--- src/rtl/core/qmn_pkg.sv ---
// Shared types, constants and helpers of the quaternion multiply/normalize block.
// No dependencies; every other file in rtl/core imports this package.
`default_nettype none
package qmn_pkg;

  localparam int QMN_COMP_W      = 16;  // component width, Q2.14
  localparam int QMN_FRAC        = 14;
  localparam int QMN_TOL_W       = 29;
  localparam int QMN_PROD_W      = 33;  // one signed partial product
  localparam int QMN_ACC_W       = 35;  // sum of four products plus rounding
  localparam int QMN_C_W         = 20;  // rounded product component
  localparam int QMN_MAG_W       = 19;
  localparam int QMN_SQ_W        = 38;
  localparam int QMN_SUM_W       = 40;
  localparam int QMN_M_W         = 30;  // normalized magnitude
  localparam int QMN_NORM_TOP    = 29;
  localparam int QMN_X_W         = 62;  // sum of normalized squares
  localparam int QMN_ROOT_W      = 31;
  localparam int QMN_REM_W       = 33;
  localparam int QMN_Q_W         = 16;
  localparam int QMN_D_W         = 45;
  localparam int QMN_DREM_W      = 32;
  localparam int QMN_QUEUE_DEPTH = 4;

  localparam logic [QMN_TOL_W-1:0] QMN_TOL_RESET = 29'd26844;
  localparam logic [QMN_SUM_W-1:0] QMN_ONE       = 40'd1 << (2 * QMN_FRAC);

  // Hamilton product terms: component c, term t uses R[t] * S[QMN_RIDX[c][t]]
  localparam logic [1:0] QMN_RIDX [4][4] = '{
    '{2'd0, 2'd1, 2'd2, 2'd3},
    '{2'd1, 2'd0, 2'd3, 2'd2},
    '{2'd2, 2'd3, 2'd0, 2'd1},
    '{2'd3, 2'd2, 2'd1, 2'd0}
  };
  localparam logic QMN_NEG [4][4] = '{
    '{1'b0, 1'b1, 1'b1, 1'b1},
    '{1'b0, 1'b0, 1'b0, 1'b1},
    '{1'b0, 1'b1, 1'b0, 1'b0},
    '{1'b0, 1'b0, 1'b1, 1'b0}
  };

  typedef enum logic [1:0] {
    CLS_PASS,
    CLS_ZERO,
    CLS_RESCALE
  } qmn_cls_t;

  typedef logic [3:0][QMN_COMP_W-1:0] qmn_quat_t;

  typedef struct packed {
    logic [3:0][QMN_C_W-1:0] comp;
    qmn_cls_t                cls;
  } qmn_entry_t;

  // clamp a rounded component to the signed component range
  function automatic logic [QMN_COMP_W-1:0] qmn_sat(input logic [QMN_C_W-1:0] v);
    logic signed [QMN_C_W-1:0] sv;
    sv = $signed(v);
    if (sv > $signed(20'sd32767)) begin
      qmn_sat = 16'h7fff;
    end else if (sv < $signed(-20'sd32768)) begin
      qmn_sat = 16'h8000;
    end else begin
      qmn_sat = v[QMN_COMP_W-1:0];
    end
  endfunction

endpackage
`default_nettype wire

--- src/rtl/core/qmn_queue.sv ---
// Short FIFO between the classifying front end and the normalizing back end.
// Depends on qmn_pkg for the entry type.
`default_nettype none
module qmn_queue #(
  parameter int DEPTH = qmn_pkg::QMN_QUEUE_DEPTH
) (
  input  logic                clk,
  input  logic                rst_n,
  input  logic                push,
  input  qmn_pkg::qmn_entry_t push_data,
  output logic                full,
  input  logic                pop,
  output logic                not_empty,
  output qmn_pkg::qmn_entry_t head
);
  import qmn_pkg::*;

  localparam int PTR_W = (DEPTH > 1) ? $clog2(DEPTH) : 1;
  localparam int CNT_W = $clog2(DEPTH + 1);

  qmn_entry_t       mem [DEPTH];
  logic [PTR_W-1:0] wr_ptr_r, wr_ptr_nxt, rd_ptr_r, rd_ptr_nxt;
  logic [CNT_W-1:0] count_r, count_nxt;
  logic             do_pop;

  assign full      = (count_r == CNT_W'(DEPTH));
  assign not_empty = (count_r != '0);
  assign head      = mem[rd_ptr_r];
  assign do_pop    = pop && not_empty;

  always_comb begin
    wr_ptr_nxt = wr_ptr_r;
    rd_ptr_nxt = rd_ptr_r;
    count_nxt  = count_r;
    if (push) begin
      wr_ptr_nxt = (wr_ptr_r == PTR_W'(DEPTH - 1)) ? '0 : wr_ptr_r + 1'b1;
    end
    if (do_pop) begin
      rd_ptr_nxt = (rd_ptr_r == PTR_W'(DEPTH - 1)) ? '0 : rd_ptr_r + 1'b1;
    end
    if (push && !do_pop) begin
      count_nxt = count_r + 1'b1;
    end else if (!push && do_pop) begin
      count_nxt = count_r - 1'b1;
    end
  end

  always_ff @(posedge clk) begin
    if (!rst_n) begin
      wr_ptr_r <= '0;
      rd_ptr_r <= '0;
      count_r  <= '0;
    end else begin
      wr_ptr_r <= wr_ptr_nxt;
      rd_ptr_r <= rd_ptr_nxt;
      count_r  <= count_nxt;
    end
  end

  always_ff @(posedge clk) begin
    if (push) begin
      mem[wr_ptr_r] <= push_data;
    end
  end

endmodule
`default_nettype wire

--- config.mk ---
export PLATFORM = sky130hd
export DESIGN_NAME = qmn_queue
export DESIGN_NICKNAME = d
export VERILOG_FILES = /design/src/rtl/core/qmn_pkg.sv /design/src/rtl/core/qmn_queue.sv
export SDC_FILE = /design/constraint.sdc
export NUM_CORES = 1
export LEC_CHECK = 0
export BUFFER_PORTS_ARGS = -buffer_cell sky130_fd_sc_hd__buf_2
export CAP_MARGIN = 20
export CORE_ASPECT_RATIO = 0.75
export CORE_MARGIN = 2
export CORE_UTILIZATION = 45
export CTS_CLUSTER_SIZE = 14
export DETAILED_ROUTE_END_ITERATION = 7
export GPL_TIMING_DRIVEN = 0
export HOLD_SLACK_MARGIN = 0.1
export PLACE_DENSITY = 0.67
export SKIP_CTS_REPAIR_TIMING = 1
export SYNTH_ARGS = -nofsm -noshare
export SYNTH_HDL_FRONTEND = slang
export SYNTH_SLANG_ARGS = --single-unit
--- constraint.sdc ---
create_clock -name clk -period 2.9 [get_ports clk]
set_input_delay 0.145 -clock clk [delete_from_list [all_inputs] [get_ports clk]]
set_output_delay 0.145 -clock clk [all_outputs]
set_load 0.05 [all_outputs]
## After elaboration in Yosys (flattened, before gate mapping)

Memories as Yosys holds them, arrays and structs flattened. A register that Yosys moved wholly into a read port is not among the register bits.
Index checks and enable logic that the tools add are counted.
W data, S select, Z words.

- Register bits after elaboration: 7
- Latch bits: 0
- RAM bits: 328
- Memory bits (read-only): 0
- Input port bits: 86
- Output and inout port bits: 84
- Word-level logic and storage cells: 26
- Memories kept: 1

- $add $sub $neg: 4
- Multiply operators: 0
- Div/mod/pow operators: 0
- Magnitude comparators: 0
- Eq/ne operators: 3
- Shifts and indexed selects: 0
- Muxes and demuxes: 8
- Bitwise logic cells: 0
- Reductions and logical operators: 7

Memories:

| name | depth | width | read ports | clocked after memory_dff | write ports | line | RTL |
|---|---|---|---|---|---|---|---|
| mem | 4 | 82 | 1 | 1 | 1 | qmn_queue.sv:21 | `qmn_entry_t mem [DEPTH];` |

Operators by type and width:

| kind | count |
|---|---|
| $mux W2 | 4 |
| $mux W3 | 2 |
| $add A2 B1 Y2 const B | 2 |
| $eq A2 B2 Y1 const B | 2 |
| $add A3 B1 Y3 const B | 1 |
| $eq A3 B3 Y1 const B | 1 |
| $logic_and A1 B1 Y1 | 3 |
| $reduce_bool A3 Y1 | 1 |
| $sub A3 B1 Y3 const B | 1 |
| $logic_not A1 Y1 | 2 |
| $mux W1 | 2 |
| $reduce_bool A2 Y1 | 1 |

## Longest topological paths before layout

Gate-level depths: netlist of the first run.

- Depth after elaboration: 5
- Depth in mapped cells: 7
- Depth with buffers taken out: 7

## Least setup slack after synthesis of the first run

No wires, ideal clock.

- Path type: register -> register
- Start: register wr_ptr_r[0]
- End: memory mem[3][0] (netlist name) (enable)
- Setup time: 449 ps
- Arrival time: 2455 ps
- Data required time: 2451 ps
- Setup slack: -4 ps
- Stages on the path, launching flop included: 3
- Path buffers: 0
- Period minus slack after synthesis: 2904 ps
- Cells stage by stage: dfxtp_1 ha_1 and2_1

RTL lines:

| what | line | RTL |
|---|---|---|
| start: declaration | qmn_queue.sv:22 | `logic [PTR_W-1:0] wr_ptr_r, wr_ptr_nxt, rd_ptr_r, rd_ptr_nxt;` |
| start signal: assignment | qmn_queue.sv:54 | `wr_ptr_r <= wr_ptr_nxt;` |
| end: declaration | qmn_queue.sv:21 |  |

Straight into the memory's write port.

==> summary.md, run 1 <==
| Metric | Value |
|---|---|
| Cts bufs inserted | `35` |
| Mapped Area | `12,400 sq um` |
| Post-Syn Nets | `567` |
| Layout Nets | `861` |
| Initial antenna violation count | `0` |
| Fin crit share | `0.874` |
| Vias | `5,936` |
| Die W | `between 150 and 200 um` |
| Number of distinct library cells after synthesis | `24` |
| Htree depth | `2` |
| Top cells by area, synth | `edfxtp_1 (80%), mux4_2 (15%), dfxtp_1 (1.5%)` |
| Crit-path max cell delay | `0.59 ns` |
| Most frequent CP cell | `buf_2` |
| Wire per inst | `20.4 um` |
| Largest net degree at the start of global routing | `45` |
| Die Area | `28,900 sq um` |
| Worst-Margin Slew | `a little under 0.8 ns` |
| First-pass GRT wire length | `34.8 mm` |
| Power Density | `877 nW/um^2` |
| Starting density of the core | `0.458` |
| Layout Area Growth over Synthesis | `26.6%` |
| Fillers | `1,919` |
| Post-Syn Instances | `474` |
| Hold slack final | `between 0.1 and 0.15 ns` |
| Met1 usage | `0.222` |
| Yosys reg bits | `337` |
| Clock insertion delay at the later pin of the skew report | `a little under 0.5 ns` |
| Post-synthesis average cell area | `26.1 sq um` |
| Startpoint types | `flop` |
| Ant diodes | `0` |
| Global-route usage over all layers | `0.159` |
| HPWL after detailed placement | `about 14 mm` |
| Outcome | `finished, final reports clean` |
| Core Util, Final | `0.580` |
| Post-Layout Cell Count | `1,141` |
| Share of cells above drive strength 1 | `0.405` |
| WS Path Type | `reg2out` |
| Hold WC Path Type | `in2reg` |
| First-pass DRT Iterations | `4` |
| Met2 Use GR | `0.255` |
| Ys Warns | `0` |
| Post-route ant nets | `0` |
| Fmax | `0.394 GHz` |
| Met3 Use GR | `0.0411` |
| Vias in the first global route | `6,196` |
| Buffers on Ports | `169` |
| Critical path endpoint | `head[42]` |
| CP Cell Sequence | `clkbuf_1 -> buf_2 -> mux4_2 -> buf_2` |
| Reg2reg path depth | `7` |
| DR vias/cell | `roughly 5.2` |
| Reg2reg start | `count_r[0]$_SDFFE_PN0P_` |
| Slew Viols, Final | `0` |
| RSZ-0062 raised after global routing | `no` |
| Worst Clk Skew | `~0.011 ns` |
| Area leader, netlist | `edfxtp_1` |
| Final hold vios | `0` |
| Root buffer cell | `clkbuf_16` |
| Clk slew on worst S/H paths | `0.06 ns` |
| CP Capture Type | `primary output` |
| Grt ovf | `0` |
| Critical Path AT | `between 2 and 2.5 ns` |
| WP data required | `2.76 ns` |
| Final RePlAce weighted congestion | `0.740` |
| Post-route setup slack | `0.364 ns` |
| # setup viols final | `0` |
| CP max stage cell | `clkbuf_1` |
| Global route hottest layer | `met2` |
| LEAKAGE | `5.35 nW` |
| Rows | `52` |
| Die Y | `about 150 um` |
| CTS Sinks | `337` |
| I/O pin count | `170` |
| CTS tree | `yes` |
| Max-slew headroom | `0.478` |
| CTS max path bufs | `3` |
| Post-placement cell count | `998` |
| Max Cap Viol | `0` |
| Drt initial violations | `between 300 and 400` |
| Core area | `27,000 sq um` |
| Routed WL | `approximately 23 mm` |
| Drt drc | `0` |
| Crit path time final | `2.54 ns` |
| Worst slack, placed | `0.403 ns` |
| Yosys top cell area share | `0.796` |
| Worst-path fanout max | `10` |
| R2r endpoint | `count_r[2]$_SDFFE_PN0P_` |
| Sequential share of the synthesized area | `0.811` |
| Worst VDD drop | `0.578 mV` |
| Reg2reg setup slack | `slightly above 0.4 ns` |
## area by class of cell
type	instances	area (sq um)	share of cell area
Tap cell	351	439	0.0280
Inverter	3	11.3	0.000719
Buffer	18	215	0.0137
Timing Repair Buffer	257	1800	0.115
Clock inverter	8	41.3	0.00264
Sequential cell	337	10000	0.640
Multi-Input combinational cell	116	2130	0.136
Clock buffer	51	998	0.0638
## synth_stat cells
cell      instances
xnor2_1           1
buf_12            8
clkbuf_1          1
mux4_2           81
buf_2             8
and2_1            5
inv_1             3
edfxtp_1        328
nor2_1            2
a21boi_0          1
ha_1              6
o21ai_0           3
mux4_1            1
nand3_1           2
or3_1             2
o31ai_1           1
mux2i_1           3
dfxtp_1           9
nand2_1           2
xor2_1            1
fa_1              1
nor2b_1           3
nor3b_1           1
buf_6             1
## per-stage QoR
stage	TNS (ns)	total power, mW	area [sq um]
6_report	0	13.7	15700
5_1_grt	0	14.3	15700
4_1_cts	0	13.8	14800
3_5_place_dp	0	9.74	13800
3_3_place_gp	-334.59	9.68	13700
2_1_floorplan	0	8.88	12400
## cell usage in the layout, fill, tap and decap left out, drive strengths merged
| cell type | count |
|---|---|
| xor2 | 1 |
| clkbuf | 52 |
| nand2 | 2 |
| a21boi | 1 |
| o31ai | 1 |
| o21ai | 3 |
| ha | 6 |
| nor2 | 2 |
| clkinv | 8 |
| inv | 3 |
| mux2i | 3 |
| nor3b | 1 |
| dlygate4sd3 | 84 |
| xnor2 | 1 |
| and2 | 5 |
| nor2b | 3 |
| or3 | 2 |
| edfxtp | 328 |
| mux4 | 82 |
| dfxtp | 9 |
| nand3 | 2 |
| buf | 190 |
| fa | 1 |
## routing by layer
layer | wire, um | up-vias | part of all wire
met2 | 11400 | 206 | 0.49
li1 | - | 2631 | -
met4 | 274 | 0 | 0.012
met5 | 0 | - | 0
met3 | 1560 | 29 | 0.067
met1 | 10000 | 3070 | 0.43
## worst min path at each step
| stage | start | end | depth (start not counted) |
|---|---|---|---|
| floorplan | push_data[0] | mem[0][0]$_DFFE_PP_ | 0 |
| CTS | push_data[29] | mem[0][29]$_DFFE_PP_ | 1 |
| detailed placement | push_data[60] | mem[0][60]$_DFFE_PP_ | 1 |
| global route | pop | rd_ptr_r[0]$_SDFFE_PN0P_ | 3 |
| global placement | push_data[71] | mem[0][71]$_DFFE_PP_ | 1 |
| finish | pop | rd_ptr_r[0]$_SDFFE_PN0P_ | 3 |
## cell families (layout without fill, tap and decap cells)
logic type,Yosys count,count (layout),share of synthesized area
AOI/OAI and AO/OA,5,5,0.00243
xor gates and xnor gates,2,2,0.00142
adders and majority gates,7,7,0.00768
buffers and inverters,21,337,0.0183
DFF,337,337,0.811
muxes,85,85,0.152
and+or+nand+nor,17,17,0.00769
## power by group
part / total [mW] / switching, mW / internal [mW]
Clock: 4.05 / 1.67 / 2.38
Sequential: 5.68 / 0.0761 / 5.60
Combinational: 4.01 / 2.61 / 1.40
Total: 13.7 / 4.36 / 9.38
## state kept, by name, summed over array words and instances (netlist names), named ones only
name,flops
count_r,3
mem,328
rd_ptr_r,2
wr_ptr_r,2
## critical path, delay by kind of cell (launching register included)
family,cells,cell delay (ns)
buffers and inverters,3,1.24
DFF,1,0.30
muxes,1,0.35
No activity file was read; power rests on OpenSTA's default activity.
==> run 2, diff against run 1 <==
--- a/config.mk
+++ b/config.mk
@@ -8,7 +8,6 @@
 export BUFFER_PORTS_ARGS = -buffer_cell sky130_fd_sc_hd__buf_2
 export CAP_MARGIN = 20
 export CORE_ASPECT_RATIO = 0.75
-export CORE_MARGIN = 2
 export CORE_UTILIZATION = 45
 export CTS_CLUSTER_SIZE = 14
 export DETAILED_ROUTE_END_ITERATION = 7
==> summary.md, run 2 (synthesis results as in run 1) <==
| Metric | Value |
|---|---|
| Outcome | `finished, violations left` |
| Violated checks | `DRC` |
| CTS Sinks | `337 (unchanged)` |
| RSZ-0062 raised after global routing | `no` |
| Power Density | `876 nW/um^2 (-0.15%)` |
| Largest net degree at the start of global routing | `43 (-4.4%)` |
| Fillers | `1,947 (+1.5%)` |
| Post-route ant nets | `0 (unchanged)` |
| Reg2reg start | `count_r[0]$_SDFFE_PN0P_` |
| Fin crit share | `0.858 (-0.0169)` |
| Ant diodes | `0 (unchanged)` |
| Global-route usage over all layers | `0.163 (+0.00403)` |
| Layout Area Growth over Synthesis | `26.4%` |
| Core Util, Final | `0.579 (-0.000741)` |
| Grt ovf | `0 (unchanged)` |
| CP Capture Type | `primary output` |
| Post-placement cell count | `998 (unchanged)` |
| Max Cap Viol | `0 (unchanged)` |
| Cts bufs inserted | `34 (-2.9%)` |
| Drt initial violations | `295 (-19%)` |
| Post-Layout Cell Count | `1,140 (-0.088%)` |
| Die Y | `146 um (-1.4%)` |
| Share of cells above drive strength 1 | `0.407 (+0.00178)` |
| Most flops, register | `mem` |
| Rows | `52 (unchanged)` |
| Hold slack final | `0.120 ns (-0.0194 ns)` |
| First-pass DRT Iterations | `8 (+4)` |
| Starting density of the core | `0.458 (unchanged)` |
| Clock insertion delay at the later pin of the skew report | `0.51 ns (+0.02 ns)` |
| Hold WC Path Type | `in2reg` |
| Max reg flops | `328 (unchanged)` |
| CTS tree | `yes` |
| # setup viols final | `0 (unchanged)` |
| Die W | `193 um (-1.0%)` |
| I/O pin count | `170 (unchanged)` |
| Routed WL | `23.1 mm (-0.58%)` |
| Worst Clk Skew | `0.0106 ns (-0.000467 ns)` |
| Final hold vios | `0 (unchanged)` |
| Vias | `5,891 (-0.76%)` |
| Most common cell after layout, fill and taps aside | `edfxtp_1` |
| Htree depth | `2 (unchanged)` |
| LEAKAGE | `5.33 nW (-0.38%)` |
| TNS Setup | `0 ns (unchanged)` |
| HPWL after detailed placement | `14.0 mm (+0.50%)` |
| Crit path time final | `2.49 ns (-0.0489 ns)` |
| Buffers on Ports | `169 (unchanged)` |
| Critical Path AT | `2.34 ns (-0.05 ns)` |
| Worst-Margin Slew | `0.666 ns (-0.118 ns)` |
| Fmax | `0.402 GHz (+2.0%)` |
| Drt drc | `9 (+9)` |
| Total power | `13.7 mW (-0.28%)` |
| Layout Nets | `860 (-0.12%)` |
| Worst-path fanout max | `10 (unchanged)` |
| Startpoint types | `flop` |
| First-pass GRT wire length | `34.8 mm (about the same)` |
| Die Area | `28,200 sq um (-2.4%)` |
| CTS max path bufs | `3 (unchanged)` |
| Worst VDD drop | `0.571 mV (-1.2%)` |
| WS Path Type | `reg2out` |
| Clk slew on worst S/H paths | `0.06 ns (about the same)` |
| Initial antenna violation count | `0 (unchanged)` |
| Vias in the first global route | `6,134 (-1.0%)` |
| Root buffer cell | `clkbuf_16` |
| Largest regs | `mem x328, count_r x3` |
| Hold Path Origin | `pop` |
| Max-slew headroom | `0.552 (+0.0747)` |
| DR vias/cell | `5.17 (-0.67%)` |
| Core area | `27,000 sq um (unchanged)` |
| Final RePlAce weighted congestion | `0.733 (-0.87%)` |
| Commonest non-fill, non-tap cells in the layout | `edfxtp_1 (328), buf_2 (177), dlygate4sd3_1 (84)` |
| Wire per inst | `20.3 um (-0.49%)` |
| WP data required | `2.76 ns (about the same)` |
| Slew Viols, Final | `0 (unchanged)` |
run 2: changes by cell type in the layout (fill, tap and decap cells not counted), sizes merged:
cell | previous run | this run
clkbuf | 52 | 43
clkinvlp | 0 | 3
clkinv | 8 | 10
inv | 3 | 5
bufinv | 0 | 1
run 2: power breakdown:
group          total (mW)  switching [mW]  internal, mW  leakage, nW
clock                4.01            1.70          2.31        0.491
combinational        4.01            2.62          1.40         1.76
sequential           5.67          0.0752          5.60         3.09
total                13.7            4.39          9.30         5.33
run 2: cell type report:
| class | instances | area (sq um) | area share |
|---|---|---|---|
| buffer | 18 | 215 | 0.0138 |
| clock buffer | 42 | 902 | 0.0577 |
| multi-input combinational | 116 | 2130 | 0.136 |
| timing repair buffer | 257 | 1800 | 0.115 |
| tap | 351 | 439 | 0.0281 |
| sequential | 337 | 10000 | 0.641 |
| inverter | 3 | 11.3 | 0.000720 |
| clock inverter | 16 | 118 | 0.00752 |
run 2: metal layers:
layer	global-route usage	share of wire	routed length (um)
met3	0.0461	0.059	1370
met2	0.264	0.50	11500
met1	0.218	0.43	9870
met4	0.0440	0.016	364
met5	0	0	0
run 2: worst paths after layout:
kind | depth (start not counted) | slack [ns] | to
max | 4 | 0.41 | head[8]
min | 3 | 0.12 | rd_ptr_r[1]$_SDFFE_PN0P_
max reg2reg | 7 | 0.42 | count_r[2]$_SDFFE_PN0P_
min reg2reg | 2 | 0.54 | rd_ptr_r[1]$_SDFFE_PN0P_
run 2: metrics by stage:
stage                     area (sq um)  setup WS, ns
final                            15600         0.413
after global routing             15600         0.227
after CTS                        14800         0.297
after detailed placement         13800         0.448
after global placement           13700         -1.40
after floorplan                  12400      0.000633
run 2: worst max-delay path, cell delays in order, from the launching register on:
cell	delay, ns
dfxtp_1	0.30
clkbuf_1	0.51
buf_2	0.42
mux4_2	0.37
buf_2	0.23
